===== config.mk =====
export PLATFORM = sky130hd
export DESIGN_NAME = twss_ctrl
export DESIGN_NICKNAME = d
export VERILOG_FILES = /design/src/hdl/twss_pkg.sv /design/src/hdl/twss_ctrl.sv
export SDC_FILE = /design/constraint.sdc
export NUM_CORES = 1
export LEC_CHECK = 0
export BUFFER_PORTS_ARGS = -buffer_cell sky130_fd_sc_hd__buf_4
export CORE_AREA = 4 4 41 43
export DETAILED_ROUTE_END_ITERATION = 10
export DIE_AREA = 0 0 45 47
export GPL_ROUTABILITY_DRIVEN = 0
export GPL_TIMING_DRIVEN = 0
export SLEW_MARGIN = 5
export SYNTH_ARGS = -nofsm -noshare
export SYNTH_HDL_FRONTEND = slang
export SYNTH_SLANG_ARGS = --single-unit
export TNS_END_PERCENT = 30

===== constraint.sdc =====
create_clock -name clk -period 1.3 [get_ports clk]
set_input_delay 0.325 -clock clk [delete_from_list [all_inputs] [get_ports clk]]
set_output_delay 0.325 -clock clk [all_outputs]
set_load 0.05 [all_outputs]

===== src/hdl/twss_pkg.sv =====
// shared types and constants for the two-ended shared slot store
`timescale 1ns / 1ps
package twss_pkg;

  localparam int PTR_W = 9;
  localparam int HANDLE_W = 32;

  localparam logic [PTR_W-1:0] PTR_MAX = '1;
  localparam logic [PTR_W-1:0] CAP_RESET = 9'd256;

  // item commands
  localparam logic [1:0] CMD_PUSH_LOW = 2'd0;
  localparam logic [1:0] CMD_REMOVE_LOW = 2'd1;
  localparam logic [1:0] CMD_PUSH_HIGH = 2'd2;
  localparam logic [1:0] CMD_REMOVE_HIGH = 2'd3;

  // result status codes
  localparam logic [1:0] STAT_DONE = 2'd0;
  localparam logic [1:0] STAT_FULL = 2'd1;
  localparam logic [1:0] STAT_NOT_FOUND = 2'd2;

  typedef struct packed {
    logic [1:0] cmd;
    logic [HANDLE_W-1:0] handle;
  } in_item_t;

  typedef struct packed {
    logic [1:0] status;
    logic [PTR_W-1:0] low_length;
    logic [PTR_W-1:0] high_length;
  } out_item_t;

  typedef enum logic [1:0] {
    S_IDLE,
    S_DECIDE,
    S_SCAN,
    S_FINISH
  } state_t;

  // controller to datapath
  typedef struct packed {
    logic latch;
    logic decide;
    logic scan;
    logic load_out;
  } ctrl_cmd_t;

  // datapath to controller
  typedef struct packed {
    logic is_push;
    logic scan_done;
  } dp_stat_t;

endpackage


===== src/hdl/twss_ctrl.sv =====
// controller state machine for the two-ended shared slot store
`timescale 1ns / 1ps
module twss_ctrl
  import twss_pkg::*;
(
  input  logic       clk,
  input  logic       rst_n,
  input  logic       in_valid,
  output logic       in_ready,
  output logic       out_valid,
  input  logic       out_ready,
  input  dp_stat_t   stat,
  output ctrl_cmd_t  cmd
);

  state_t state_r, state_nxt;
  logic out_valid_r, out_valid_nxt;
  logic out_free;

  assign out_free = !out_valid_r || out_ready;

  always_comb begin
    state_nxt = state_r;
    unique case (state_r)
      S_IDLE: begin
        if (in_valid) state_nxt = S_DECIDE;
      end
      S_DECIDE: begin
        state_nxt = stat.is_push ? S_FINISH : S_SCAN;
      end
      S_SCAN: begin
        if (stat.scan_done) state_nxt = S_FINISH;
      end
      S_FINISH: begin
        if (out_free) state_nxt = S_IDLE;
      end
      default: state_nxt = S_IDLE;
    endcase
  end

  always_comb begin
    cmd = '0;
    in_ready = 1'b0;
    unique case (state_r)
      S_IDLE: begin
        in_ready = 1'b1;
        cmd.latch = in_valid;
      end
      S_DECIDE: cmd.decide = 1'b1;
      S_SCAN:   cmd.scan = 1'b1;
      S_FINISH: cmd.load_out = out_free;
      default: ;
    endcase
  end

  always_comb begin
    out_valid_nxt = out_valid_r;
    if (cmd.load_out) begin
      out_valid_nxt = 1'b1;
    end else if (out_ready) begin
      out_valid_nxt = 1'b0;
    end
  end

  always_ff @(posedge clk) begin
    if (!rst_n) begin
      state_r <= S_IDLE;
      out_valid_r <= 1'b0;
    end else begin
      state_r <= state_nxt;
      out_valid_r <= out_valid_nxt;
    end
  end

  assign out_valid = out_valid_r;

endmodule


==> reports/results.txt, run 1 <==
design area - 472 um2
failing checks - negative setup slack
total power - 1280 uW
Core Box Area - 1300 um2
Clock Latency Late Sink - 230 ps
I/O Pins - 12
Die Ht - 47 um
Initial Utilization - 19.8%
final hold viol count - 0
Top Metal Used - met4
post-synthesis sequential element count - 3
Fmax - 0.700 GHz
FF-to-FF End - state_r[0]
placed inst area - 368 um2
RR Startpoint - state_r[1]
gr usage total - 6.39%
aggregate global routing overflow - 0
WP data arrival - 1100 ps
leakage power - 0.000230 uW
via count - 240
Comb power frac - 70.8%
ratio of cells with drive above 1 in the final layout - 72.7%
worst-margin pin slew - 182 ps
RSZ-0062 raised after global routing - yes
sequential area share after synthesis - 23.3%
FP Rows - 13
met3 WL - 47 um
outcome - finished with violations
footprint of the multi-input gates - 214 um2
Crit. End Element - primary output
largest cells by area after synthesis - dfxtp_1, ha_1, nand3b_4
die area - 2120 um2
Worst Setup SP - state_r[1]
critical path required time - 980 ps
WL met2 - 251 um
Post-Syn Area - 258 um2
antenna cells - 0
post-layout util - 36.3%
Max FO, Critical Path - 4
Final ANT Viol Nets - 0
Mapped Cells - 27
Min-Delay Path Class - in -> reg
Net Count, Synth - 37
Post-CTS Hold Fix Bufs - 0
P_sw - 624 uW
first-pass GRT wire length - 903 um
Tmin final - 1430 ps
CTS Buf Count - 3
Clock Sinks - 3
area leader, netlist - dfxtp_1
Vias/cell - 4.07
drt pass-1 iters - 1
syn_area_per_cell - 9.55 um2
Filler Cell Count - 149
startpoint types - register
clock network fraction of design power - 12.9%
DIE WIDTH - 45 um
vias in the first global route - 223
initial antenna violation count - 0
Area Growth Syn to Fin - 83.0%
Synthesis Warnings - 0
WL/cell - 9.54 um
HPWL after DPL - 410 um
count of pins over their slew limit - 0
Clock Pin Slew Worst Setup and Hold Paths - 40 ps
PwrDens - 2720 nW/um2
IO buf count - 11
placed cells - 53
synth unique cells - 17
cells on worst reg2reg path - 5
Reg2Reg Setup Slack - 50 ps
DRC - 0
Final Worst Setup Slack - -129 ps
relative slew slack - 87.8%
Final Cycle Share - 110%
pin count of the biggest net entering global routing - 5
CP endpoint - cmd[3]
fin cells - 59
Switching Fraction - 48.7%
Max H-tree Level - 1
clk_skew - 3.09 ps
clk buf depth - 2
Layout Nets - 55
Flop pwr share - 16.3%
Internal - 657 uW
max cap viols - 0
DRT Wirelength - 563 um
wl on met1 - 249 um
Yosys top cell area share - 23.3%
worst vdd ir - 0.00116 V
CTS tree - yes
Register Area - 68.8 um2
Final setup viols - 5
CP Class - reg -> out
Clk Tree Root Cell - clkbuf_4
initial DRC count - 0
[repair_timing]
action	4_1_cts	5_1_grt
pin swaps	2	1
setup buffers	3	0
resized for setup	19	0
setup endpoints to repair	5	6
[flip-flops by register name, summed over array words and instances (netlist names)]
| register | cells |
|---|---|
| state_r | 2 |
| out_valid | 1 |
[metal layers]
metal,GRT usage (%),vias to the layer above
met2,7.34,9
met5,0,-
met4,7.02,0
met1,8.39,103
met3,2.30,2
li1,-,126
[power groups by stage]
| stage | combinational, uW | clock, uW | sequential, uW |
|---|---|---|---|
| after floorplan | 583 | 0 | 179 |
| after global placement | 733 | 0 | 172 |
| after detailed placement | 736 | 0 | 174 |
| after CTS | 911 | 173 | 209 |
| after global routing | 973 | 175 | 214 |
| final | 907 | 166 | 208 |
[synthesized netlist by cell type]
master    instances
a311oi_2          1
nor2b_1           2
nand2b_1          1
nand2b_4          1
and3_4            1
nor2_1            2
ha_1              4
inv_1             3
a21oi_1           2
a31oi_1           1
buf_4             1
nand4_1           1
a31o_1            1
dfxtp_1           3
nand3b_4          1
nand3_1           1
and2_1            1
[cell type report]
cell class	instances	area share (%)
Multi-Input combinational cell	20	45.4
Timing Repair Buffer	14	27.1
Sequential cell	3	14.6
Clock buffer	4	5.57
Tap cell	15	3.98
Inverter	3	3.45
[cells by family after synthesis]
kind of cell / Yosys count / share of synthesized area [%]
DFF: 3 / 23.3
adders and majority gates: 4 / 19.4
buffers and inverters: 4 / 7.28
and+or+nand+nor: 11 / 34.5
AOI/OAI and AO/OA: 5 / 15.5
[layout by cell type (no fill, tap or decap)]
cell type,Yosys,final
buf_4,1,10
clkbuf_4,0,3
inv_4,0,2
nor2_1,2,2
a21oi_1,2,2
ha_4,0,2
ha_2,0,2
buf_8,0,2
buf_6,0,2
dfxtp_4,0,2
nor2b_1,2,1
nor2b_2,0,1
and2_4,0,1
inv_1,3,1
nand3b_4,1,1
nand2b_1,1,1
nand2b_4,1,1
nand4_1,1,1
a31o_1,1,1
and3_4,1,1
nand3_1,1,1
a31oi_1,1,1
a311oi_2,1,1
clkbuf_1,0,1
dfxtp_2,0,1
[stage by stage]
step                worst slack [ps]  hold WS [ps]  setup TNS [ps]
floorplan                       -142           485            -208
global placement                -100           578            -159
detailed placement              -112           585            -193
CTS                             -138           350            -459
global route                    -157           372            -599
finish                          -129           350            -420
[critical path, stage by stage, from the launching register on]
cell and delay, ps:
dfxtp_4 370, inv_4 50, ha_4 170, and2_4 140
buf_8 140
[worst min path at each step]
| stage | start | to | depth (start not counted) |
|---|---|---|---|
| 2_1_floorplan | rst_n | out_valid | 2 |
| 3_3_place_gp | state_r[0] | state_r[0] | 2 |
| 3_5_place_dp | state_r[0] | state_r[0] | 2 |
| 4_1_cts | rst_n | out_valid | 3 |
| 5_1_grt | rst_n | out_valid | 3 |
| 6_report | rst_n | out_valid | 3 |
No activity file was read; power rests on OpenSTA's default activity.
==> run 2: changes to the inputs <==
- CORE_AREA: 4 4 41 43 -> 2 2 39 41
- DIE_AREA: 0 0 45 47 -> 0 0 41 43
==> run 2 against run 1 <==
The flow still finishes with violations (negative setup slack). Via count is 4.6% higher. Setup slack worse by 12 ps. Critical endpoint unchanged. Combinational power is 3.3% lower. Routed wire length is 2.8% higher. Power is 0.96% lower. Final area is 0.27% lower. Maximum frequency is 0.83% lower. Register-to-register slack better by 40 ps. Largest power group unchanged.
==> reports/results.txt, run 2 (synthesis gave the netlist of run 1 again) <==
PwrDens - 2700 nW/um2 (-0.69%)
Tmin final - 1440 ps (+12.0 ps)
HPWL after DPL - 419 um (+2.3%)
Final Worst Setup Slack - -141 ps (-12.0 ps)
ratio of cells with drive above 1 in the final layout - 72.1% (-0.63 points)
Worst Hold Path EP - state_r[1]
Max H-tree Level - 1 (unchanged)
aggregate global routing overflow - 0 (unchanged)
RR Startpoint - state_r[0]
Final Cycle Share - 111% (+0.92 points)
Vias/cell - 4.25 (+4.6%)
final hold viol count - 0 (unchanged)
cells on worst reg2reg path - 6 (+1)
failing checks - negative setup slack
FP Rows - 14 (+1)
Clock Sinks - 3 (unchanged)
Clock Pin Slew Worst Setup and Hold Paths - 40 ps (about the same)
Die Ht - 43 um (-8.5%)
Fmax - 0.694 GHz (-0.83%)
gr usage total - 9.21% (+2.8 points)
WL met2 - 268 um (+6.8%)
first-pass GRT wire length - 1000 um (+11%)
IO buf count - 11 (unchanged)
critical path's top delay family - flip-flops
Sum Neg Setup Slack - -369 ps (+50.6 ps)
max cap viols - 0 (unchanged)
Top Metal Used - met4
Max FO, Critical Path - 5 (+1)
leakage power - 0.000226 uW (-1.7%)
FF-to-FF End - state_r[0]
slowest CP cell - dfxtp_4
RSZ-0062 raised after global routing - yes
worst vdd ir - 0.00150 V (+29%)
DRC - 0 (unchanged)
Largest register FFs - 2 (unchanged)
DIE WIDTH - 41 um (-8.9%)
hold wc startpoint - rst_n
Initial Utilization - 18.6% (-1.2 points)
wl on met1 - 221 um (-11%)
clk buf depth - 2 (unchanged)
pin count of the biggest net entering global routing - 6 (+1)
Biggest register - state_r
startpoint types - register
I/O Pins - 12 (unchanged)
Area Growth Syn to Fin - 82.5%
Min-Delay Path Class - in -> reg
Layout Nets - 54 (-1.8%)
biggest cell delay along the critical path - 380 ps (about the same)
Crit. End Element - primary output
WL/cell - 9.81 um (+2.8%)
relative slew slack - 88.3% (+0.48 points)
worst-path cell chain - inv_4, ha_4, and2_4, buf_8
clk_skew - 10.9 ps (+7.78 ps)
met3 WL - 56 um (+19%)
die area - 1760 um2 (-17%)
vias in the first global route - 229 (+2.7%)
worst-margin pin slew - 174 ps (-8.04 ps)
CP Class - reg -> out
count of pins over their slew limit - 0 (unchanged)
Hold Path Cell Cnt - 3 (unchanged)
Reg2Reg Setup Slack - 90 ps (+40 ps)
critical path required time - 980 ps (about the same)
Core Box Area - 1380 um2 (+6.3%)
via count - 251 (+4.6%)
WP data arrival - 1120 ps (+20 ps)
Clock Latency Late Sink - 250 ps (+20 ps)
commonest cells after routing, fill and taps aside - buf_4, clkbuf_4
drt pass-1 iters - 4 (+3)
worst path bufs/invs - 2 (unchanged)
antenna cells - 0 (unchanged)
Final setup viols - 5 (unchanged)
Final ANT Viol Nets - 0 (unchanged)
initial DRC count - 7 (+7)
CTS Buf Count - 3 (unchanged)
DRT Wirelength - 579 um (+2.8%)
worst slack at placement - -95.9 ps (+15.9 ps)
CTS tree - yes
most common cell after layout, fill and taps aside - buf_4
outcome - finished with violations
Clk Tree Root Cell - clkbuf_4
initial antenna violation count - 0 (unchanged)
## run 2: changes by cell type in the layout (fill, tap and decap cells not counted)
| cell | before | now |
|---|---|---|
| buf_4 | 10 | 9 |
| nor2b_4 | 0 | 1 |
| nor2b_1 | 1 | 0 |
| ha_2 | 2 | 1 |
| ha_1 | 0 | 1 |
## run 2: repair_timing
action                     CTS  global route
gates resized for setup     20             0
buffers inserted             1             1
hold buffers                 0             0
setup endpoints to repair    5             5
pin swaps                    2             1
## run 2: worst min-delay path: cells and delay by family
kind	cells	cell delay (ps)
compound gates	1	110
buf+inv	2	140
## run 2: final cells by class
class / count / area [um2]
Sequential cell: 3 / 68.8
Tap cell: 16 / 20.0
Clock buffer: 4 / 26.3
Inverter: 3 / 16.3
Multi-Input combinational cell: 20 / 219
Timing Repair Buffer: 13 / 120
Fill cell: 145 / 913
## run 2: routing by layer
layer	track usage, %	vias to the layer above
met5	0	-
met2	12.2	13
met1	9.24	110
li1	-	124
met3	3.14	4
met4	12.0	0
## run 2: worst max path at each step
stage	from	slack (ps)	depth (start not counted)	to
floorplan	state_r[0]	-140	3	cmd[3]
global placement	state_r[0]	-80	4	cmd[0]
detailed placement	state_r[0]	-100	4	cmd[0]
CTS	state_r[0]	-170	4	cmd[3]
global route	state_r[0]	-180	4	cmd[3]
finish	state_r[0]	-140	4	cmd[3]
## run 2: per-stage QoR
step / utilization [%] / instance area (um2) / total power, uW / hold slack [ps] / instances
6_report: 34.0 / 470 / 1270 / 365 / 59
5_1_grt: 34.0 / 470 / 1350 / 403 / 59
4_1_cts: 33.5 / 463 / 1260 / 359 / 58
3_5_place_dp: 26.7 / 369 / 904 / 577 / 54
3_3_place_gp: 26.7 / 369 / 895 / 576 / 54
2_1_floorplan: - / 267 / 762 / 485 / 27
## run 2: report_power, final
part           switching (uW)  internal, uW  total [uW]  leakage [uW]
logic                     494           383         877      0.000185
registers                69.8           149         219     0.0000264
clock network            57.8           116         173     0.0000150
==> run 3: changes to the inputs <==
- BUFFER_PORTS_ARGS: -buffer_cell sky130_fd_sc_hd__buf_4 -> default
- DONT_BUFFER_PORTS: default -> 1
==> run 3 against run 2 <==
Critical path depth is 1 lower. Register-to-register slack worse by 240 ps. Largest cell class unchanged. Final area is 26% lower. The flow still finishes with violations (negative setup slack). Clock-buffer cell count stayed put. Final cell count is 19% lower. Setup slack worse by 93 ps. Sequential cell count stayed put. Worst hold slack worse by 72 ps. Critical endpoint unchanged. Die area stayed put.
==> reports/results.txt, run 3 (synthesis gave the netlist of run 1 again) <==
outcome - finished with violations
failing checks - negative setup slack
Sum Neg Setup Slack - -863 ps (-493 ps)
ratio of cells with drive above 1 in the final layout - 59.4% (-13 points)
Biggest register - state_r
Worst Setup SP - state_r[0]
biggest cell delay along the critical path - 360 ps (-20 ps)
Layout Nets - 43 (-20%)
IO buf count - 0 (-11)
final hold viol count - 0 (unchanged)
WP data arrival - 1210 ps (+90 ps)
max cap viols - 0 (unchanged)
DRC - 0 (unchanged)
antenna cells - 0 (unchanged)
Max FO, Critical Path - 5 (unchanged)
pin count of the biggest net entering global routing - 6 (unchanged)
Clk Tree Root Cell - clkbuf_4
Vias/cell - 4.40 (+3.3%)
Max H-tree Level - 1 (unchanged)
Fmax - 0.652 GHz (-6.1%)
FF-to-FF End - state_r[0]
die area - 1760 um2 (unchanged)
DIE WIDTH - 41 um (unchanged)
worst slack at placement - -200 ps (-104 ps)
hold wc startpoint - rst_n
RSZ-0062 raised after global routing - yes
Reg2Reg Setup Slack - -150 ps (-240 ps)
first-pass GRT wire length - 738 um (-26%)
slowest CP cell - dfxtp_4
commonest cells after routing, fill and taps aside - clkbuf_4, nor2_1, a21oi_1, ha_2, dfxtp_4
critical path required time - 980 ps (about the same)
drt pass-1 iters - 4 (unchanged)
fin cells - 48 (-19%)
relative slew slack - 65.2% (-23 points)
RR Startpoint - state_r[1]
CP Class - reg -> out
Final Cycle Share - 118% (+7.2 points)
aggregate global routing overflow - 0 (unchanged)
initial DRC count - 6 (-1)
Filler Cell Count - 151 (+4.1%)
Min-Delay Path Class - in -> reg
I/O Pins - 12 (unchanged)
Hold Path Cell Cnt - 2 (-1)
FP Rows - 14 (unchanged)
Core Box Area - 1380 um2 (unchanged)
Crit. End Element - primary output
Final Worst Setup Slack - -234 ps (-93.2 ps)
WL/cell - 11.2 um (+14%)
most common cell after layout, fill and taps aside - clkbuf_4
Die Ht - 43 um (unchanged)
clk buf depth - 2 (unchanged)
Final setup viols - 6 (+1)
placed cells - 43 (-20%)
worst-margin pin slew - 522 ps (+347 ps)
Tmin final - 1530 ps (+93.2 ps)
gr usage total - 6.81% (-2.4 points)
Clock Latency Late Sink - 240 ps (about the same)
vias in the first global route - 199 (-13%)
Largest register FFs - 2 (unchanged)
Area Growth Syn to Fin - 35.4%
Clock Pin Slew Worst Setup and Hold Paths - 40 ps (about the same)
worst path bufs/invs - 1 (-1)
design area - 349 um2 (-26%)
Initial Utilization - 18.6% (unchanged)
cells on worst reg2reg path - 5 (-1)
DRT Wirelength - 538 um (-7.1%)
critical path's top delay family - flip-flops
placed inst area - 287 um2 (-22%)
via count - 211 (-16%)
Post-CTS Hold Fix Bufs - 0 (unchanged)
worst-path cell chain - inv_4, ha_4, and2_4
startpoint types - register
initial antenna violation count - 0 (unchanged)
CTS Buf Count - 3 (unchanged)
clk_skew - 7.65 ps (-3.22 ps)
count of pins over their slew limit - 0 (unchanged)
CTS tree - yes
Worst Hold Path EP - state_r[1]
Final ANT Viol Nets - 0 (unchanged)
Clock Sinks - 3 (unchanged)
[run 3: cell types whose count changed in the layout (fill, tap and decap cells not counted), sizes merged]
cell	delta
buf	-11
[run 3: layout make-up]
type | instances | area [um2] | area share [%]
tap | 16 | 20.0 | 5.73
sequential | 3 | 68.8 | 19.7
clock buffer | 4 | 26.3 | 7.53
buffer | 1 | 11.3 | 3.23
multi-input combinational | 20 | 201 | 57.7
inverter | 3 | 13.8 | 3.94
timing repair buffer | 1 | 7.51 | 2.15
[run 3: worst max path at each step]
stage / endpoint / cells past startpoint
3_5_place_dp: cmd[3] / 3
5_1_grt: cmd[3] / 3
4_1_cts: cmd[3] / 3
6_report: cmd[3] / 3
2_1_floorplan: cmd[3] / 3
3_3_place_gp: cmd[3] / 3
[run 3: per-stage QoR]
step,util [%],hold slack (ps)
after CTS,25.2,286
after global routing,25.2,307
final,25.2,294
after detailed placement,20.7,532
after global placement,20.7,523
after floorplan,-,485
[run 3: what timing repair did]
action                                  in CTS  in global routing
resized for setup                           11                  0
pin swaps                                    2                  1
buffers inserted                             1                  0
endpoints found under the setup margin       7                  6
[run 3: per-layer routing]
| metal | GRT usage, % | vias up | wire [um] |
|---|---|---|---|
| met2 | 9.06 | 11 | 266 |
| met4 | 10.0 | 0 | 0 |
| li1 | - | 104 | - |
| met5 | 0 | - | 0 |
| met1 | 7.67 | 96 | 221 |
| met3 | 0 | 0 | 51 |
Power of run 3 is left out: the tool's default activity adds up to more than one toggle a clock period on the data nets, which glitch-free logic cannot reach.
